## config.mk

```make
export PLATFORM = sky130hd
export DESIGN_NAME = bns_fifo
export DESIGN_NICKNAME = d
export VERILOG_FILES = /design/src/design/bns_pkg.sv /design/src/design/bns_fifo.sv
export SDC_FILE = /design/constraint.sdc
export NUM_CORES = 1
export LEC_CHECK = 0
export ABC_AREA = 1
export ABC_CLOCK_PERIOD_IN_PS = 31900
export BUFFER_PORTS_ARGS = -buffer_cell sky130_fd_sc_hd__buf_2
export CAP_MARGIN = 20
export CORE_AREA = 2 2 249 251
export CTS_CLUSTER_SIZE = 40
export DETAILED_ROUTE_END_ITERATION = 10
export DIE_AREA = 0 0 251 253
export PLACE_DENSITY = 0.7
export SETUP_SLACK_MARGIN = 0.1
export SKIP_CTS_REPAIR_TIMING = 1
export SLEW_MARGIN = 20
export SYNTH_ARGS = -nofsm -noshare
export SYNTH_HDL_FRONTEND = slang
export SYNTH_SLANG_ARGS = --single-unit
```

## constraint.sdc

```tcl
create_clock -name clk_i -period 31.9 [get_ports clk_i]
set_input_delay 4.785 -clock clk_i [delete_from_list [all_inputs] [get_ports clk_i]]
set_output_delay 4.785 -clock clk_i [all_outputs]
set_load 0.1 [all_outputs]
```

## src/design/bns_pkg.sv

```systemverilog
// ----------------------------------------------------------------------------
// bns_pkg
// shared types, widths and constants of the boid neighbour steering block
// ----------------------------------------------------------------------------
package bns_pkg;

  // neighbour limit per run and derived tally width
  localparam int MAX_NEIGHBOURS = 64;
  localparam int TALLY_W        = $clog2(MAX_NEIGHBOURS + 1);

  // field widths
  localparam int POS_W   = 32;
  localparam int HEAD_W  = 16;
  localparam int RAD_W   = 31;
  localparam int COS_W   = 16;
  localparam int DIR_W   = 16;
  localparam int CNT_W   = 7;
  localparam int CFG_W   = 32;

  // internal arithmetic widths
  localparam int DIFF_W  = POS_W + 1;
  localparam int SQ_W    = 64;
  localparam int ROOT_W  = 32;
  localparam int DOT_W   = 51;
  localparam int RHS_W   = 49;
  localparam int QUOT_W  = 41;
  localparam int TERM_W  = QUOT_W + 1;
  localparam int REP_W   = 48;
  localparam int PSUM_W  = 40;
  localparam int VEC_W   = 49;
  localparam int NORM_W  = 30;

  // iteration counts of the square root and divider units
  localparam int SQRT_STEPS = 32;
  localparam int SQRT_CNT_W = $clog2(SQRT_STEPS + 1);
  localparam int FRAC_BITS  = 40;
  localparam int DIR_FRAC   = 15;
  localparam int DIV_CNT_W  = $clog2(FRAC_BITS + 1);
  localparam logic [QUOT_W-1:0] DIR_MAX = QUOT_W'(32767);

  // queue between front and back
  localparam int QDEPTH = 2;

  // configuration register indexes
  localparam int CFG_IDX_W = 3;
  typedef enum logic [CFG_IDX_W-1:0] {
    CFG_INNER   = 3'd0,
    CFG_SEP_RAD = 3'd1,
    CFG_SEP_COS = 3'd2,
    CFG_COH_RAD = 3'd3,
    CFG_COH_COS = 3'd4
  } cfg_idx_e;

  // register reset values
  localparam logic [RAD_W-1:0] INNER_RST   = 31'd98304;
  localparam logic [RAD_W-1:0] SEP_RAD_RST = 31'd327680;
  localparam logic [COS_W-1:0] SEP_COS_RST = 16'hA581;
  localparam logic [RAD_W-1:0] COH_RAD_RST = 31'd589824;
  localparam logic [COS_W-1:0] COH_COS_RST = 16'hECCD;

  typedef struct packed {
    logic [RAD_W-1:0] inner;
    logic [RAD_W-1:0] sep_rad;
    logic [COS_W-1:0] sep_cos;
    logic [RAD_W-1:0] coh_rad;
    logic [COS_W-1:0] coh_cos;
  } cfg_t;

  // one input item, index 0 is x
  typedef struct packed {
    logic [2:0][POS_W-1:0]  self;
    logic [2:0][HEAD_W-1:0] heading;
    logic [2:0][POS_W-1:0]  nb;
    logic                   is_self;
    logic                   last;
  } item_t;

  // classified neighbour handed from front to back
  typedef struct packed {
    logic                   pass_sep;
    logic                   pass_coh;
    logic                   last;
    logic [2:0][TERM_W-1:0] term;
    logic [2:0][POS_W-1:0]  nb;
    logic [2:0][POS_W-1:0]  self;
  } entry_t;

  // one result
  typedef struct packed {
    logic [2:0][DIR_W-1:0] sep;
    logic [2:0][DIR_W-1:0] coh;
    logic [CNT_W-1:0]      sep_cnt;
    logic [CNT_W-1:0]      coh_cnt;
  } result_t;

endpackage

```

## src/design/bns_fifo.sv

```systemverilog
// ----------------------------------------------------------------------------
// bns_fifo
// short queue of classified neighbours between front and back
// ----------------------------------------------------------------------------
module bns_fifo import bns_pkg::*; (
  input  logic   clk_i,
  input  logic   rst_ni,
  input  logic   push_i,
  input  entry_t data_i,
  output logic   full_o,
  input  logic   pop_i,
  output entry_t data_o,
  output logic   empty_o
);

  localparam int PTR_W = (QDEPTH > 1) ? $clog2(QDEPTH) : 1;
  localparam int FILL_W = $clog2(QDEPTH + 1);

  entry_t            mem_q [QDEPTH];
  logic [PTR_W-1:0]  wr_q;
  logic [PTR_W-1:0]  rd_q;
  logic [FILL_W-1:0] fill_q;
  logic              do_push;
  logic              do_pop;

  assign full_o  = fill_q == FILL_W'(QDEPTH);
  assign empty_o = fill_q == '0;
  assign do_push = push_i && !full_o;
  assign do_pop  = pop_i && !empty_o;
  assign data_o  = mem_q[rd_q];

  // pointers and fill level
  always_ff @(posedge clk_i or negedge rst_ni) begin
    if (!rst_ni) begin
      wr_q   <= '0;
      rd_q   <= '0;
      fill_q <= '0;
    end else begin
      if (do_push) begin
        wr_q <= (wr_q == PTR_W'(QDEPTH - 1)) ? '0 : wr_q + PTR_W'(1);
      end
      if (do_pop) begin
        rd_q <= (rd_q == PTR_W'(QDEPTH - 1)) ? '0 : rd_q + PTR_W'(1);
      end
      if (do_push && !do_pop) begin
        fill_q <= fill_q + FILL_W'(1);
      end else if (do_pop && !do_push) begin
        fill_q <= fill_q - FILL_W'(1);
      end
    end
  end

  // storage
  always_ff @(posedge clk_i) begin
    if (do_push) begin
      mem_q[wr_q] <= data_i;
    end
  end

endmodule

```

==> key figures <==
Floorplanning
  • Die Ht: around 250 um
  • Core box area: 61000 um2
  • Die area: approximately 64000 um2
  • Chip Width: 251 um
  • # IOs: between 600 and 700
  • Initial core utilization: between 30% and 40%
  • # rows: between 90 and 100

Logic synthesis
  • Post-synthesis sequential area ratio: approximately four fifths
  • Unique masters post-synth: 16
  • Mean Syn Cell Area: between 10 and 15 um2
  • Synth Instances: between 1500 and 2000
  • Synth Net Count: 2034
  • Mapped cell area: 23600 um2
  • Seq cells post-synth: roughly 650
  • Synth warn: 0

Setup path
  • Crit-path slowest cell: buf_4
  • Top Family by Delay on Critical Path: buffers and inverters
  • WP data required: about 27 ns
  • Cell Chain, Critical Path: buf_4, buf_4, nand2_1, nand2_1, buf_2
  • CP Capture Type: output port
  • CP Class: reg -> out
  • CP Buf/Inv Count: 3
  • Critical Path AT: approximately 3.8 ns
  • Crit path max fanout: 89
  • Largest stage delay, worst path: 0.85 ns
  • Worst Setup Start Kind: register

Clock tree
  • Worst-path clk slew: around 0.060 ns
  • TritonCTS clock tree: built
  • CTS Buf Count: between 60 and 70
  • Worst skew pair latency: around 0.60 ns
  • Root buffer cell: clkbuf_16
  • Bufs on Longest Clock Path: 3
  • # H-tree levels: 3
  • CTS sink cnt: between 600 and 700

STA
  • Max-slew violations: 0
  • Setup WS post-layout: approximately 23 ns
  • Setup TNS: 0 ns
  • Tmin final: ~8.6 ns
  • Relative slew slack: about 28%
  • Hold Fails Final Rpt: 0
  • Final setup vio count: 0
  • Tcrit/Tclk final: between 20% and 30%
  • Clock Skews: 0.0190 ns
  • Slew @ Worst Pin: between 1 and 1.5 ns
  • RSZ-0062 raised after global routing: no
  • Fmax: between 100 and 150 MHz

Drt
  • DRC Markers: 0
  • Initial DRC count: 959
  • Via count: approximately 15000
  • Drt total wl: roughly 57 mm
  • Vias/cell: 4.67
  • Wire per inst: between 15 and 20 um
  • Routed Antenna Nets: 0
  • Drt pass-1 iters: 7

Place
  • Final HPWL DP: about 38 mm
  • Port Buf Inserts: approximately 650
  • Worst slack, placed: approximately 24 ns
  • Placer Congestion: between 0.8 and 0.9

GRT
  • GRT overflow: 0
  • Largest net degree at the start of global routing: about 170
  • Initial antenna violation count: 20
  • Number of global-route vias before repair: roughly 15000
  • GRT Resource Usage Total: 17.1%
  • First-pass GRT wire length: between 80 and 90 mm

Run
  • Max Cap Violations: 0

Layout
  • Fraction of layout cells with a size suffix above 1: 31.4%
  • Area delta synth->final: 25.4%
  • Layout Nets: approximately 2700

Hold path
  • HP Class: reg -> reg

Status
  • Status: finished, final reports clean
## synth_stat cells
cell	n	area (um2)
buf_2	33	165
nand4_1	1	6.26
nand3b_1	1	7.51
nand3_1	1	5.00
dfrtp_1	4	100
xnor2_1	1	8.76
ha_1	1	12.5
nor2_1	4	15.0
o21ai_0	2	10.0
edfxtp_1	642	19300
clkbuf_1	3	11.3
buf_4	14	105
inv_4	1	6.26
nand2_1	972	3650
buf_6	21	236
inv_1	7	26.3
## worst reg2reg max path, cell delays in order (launching register included)
cell	delay (ns)
dfrtp_1	0.47
o21ai_0	0.26
nor2_4	0.50
buf_4	0.90
buf_12	0.38
buf_16	0.54
## layout by cell type, fill, tap and decap left out
master,n
nand4_1,1
ha_1,1
nor2_1,3
buf_4,10
buf_2,647
inv_1,6
clkinvlp_4,3
o21ai_0,2
clkinv_8,3
clkinv_2,14
nor2_4,1
nand2_1,972
bufinv_16,3
buf_16,1
diode_2,12
clkbuf_16,70
nand3_1,1
dfrtp_4,1
nand3b_1,1
buf_12,1
xnor2_1,1
dfrtp_1,3
buf_6,1
inv_6,1
inv_8,2
clkbuf_1,14
clkinv_4,2
clkinv_1,12
edfxtp_1,642
## area by class of cell
class / count / area [um2]
diodes: 12 / 30.0
clock buffers: 84 / 1800
clock inverters: 38 / 303
fillers: 5253 / 31400
inverters: 8 / 45.0
multi-input cells: 983 / 3720
flip-flops and latches: 646 / 19400
well taps: 790 / 988
repair buffers: 660 / 3370
## layer usage
| metal | vias to the layer above | global-route usage (%) | wire [um] |
|---|---|---|---|
| met1 | 7164 | 19.2 | 21100 |
| li1 | 7110 | - | - |
| met3 | 139 | 6.33 | 5270 |
| met2 | 614 | 29.1 | 28500 |
| met4 | 10 | 7.38 | 2020 |
| met5 | - | 0 | 72 |
## per-stage QoR
step	hold WS [ns]	area [um2]	std cells	utilization [%]
CTS	0.507	29600	3208	48.5
floorplan	0.449	23600	1708	-
finish	0.495	29600	3221	48.6
global placement	0.483	27500	3086	45.0
detailed placement	0.495	27500	3086	45.0
global route	0.536	29600	3218	48.6
## registers in the layout (all words and copies together), names as in the netlist
name    count
rd_q        1
mem_q     642
fill_q      2
wr_q        1
## path summary, 6_finish.rpt
kind                                 from            to  slack, ns  cells after the start
worst max-delay path                 rd_q    data_o[11]      23.32                      5
worst min-delay path                 wr_q          wr_q       0.49                      2
worst max register to register  fill_q[0]  mem_q[1][39]      28.30                      5
worst min register to register       wr_q          wr_q       0.49                      2
max in group asynchronous          rst_ni          rd_q      27.76                      1
min in group asynchronous          rst_ni     fill_q[0]       4.00                      1
## cells by family (layout without fill, tap and decap cells)
group                    Yosys count  count (layout)  share of synthesized area [%]
buffers and inverters             79             790                           2.33
flip-flops                       646             646                           82.0
adder cells (fa/ha/maj)            1               1                         0.0529
XOR/XNOR                           1               1                         0.0371
other                              0              12                              0
AO/OA/AOI/OAI                      2               2                         0.0423
AND/OR/NAND/NOR                  979             979                           15.6
Power is left out: the tool's default activity adds up to more than one toggle a clock period on the data nets, which glitch-free logic cannot reach.
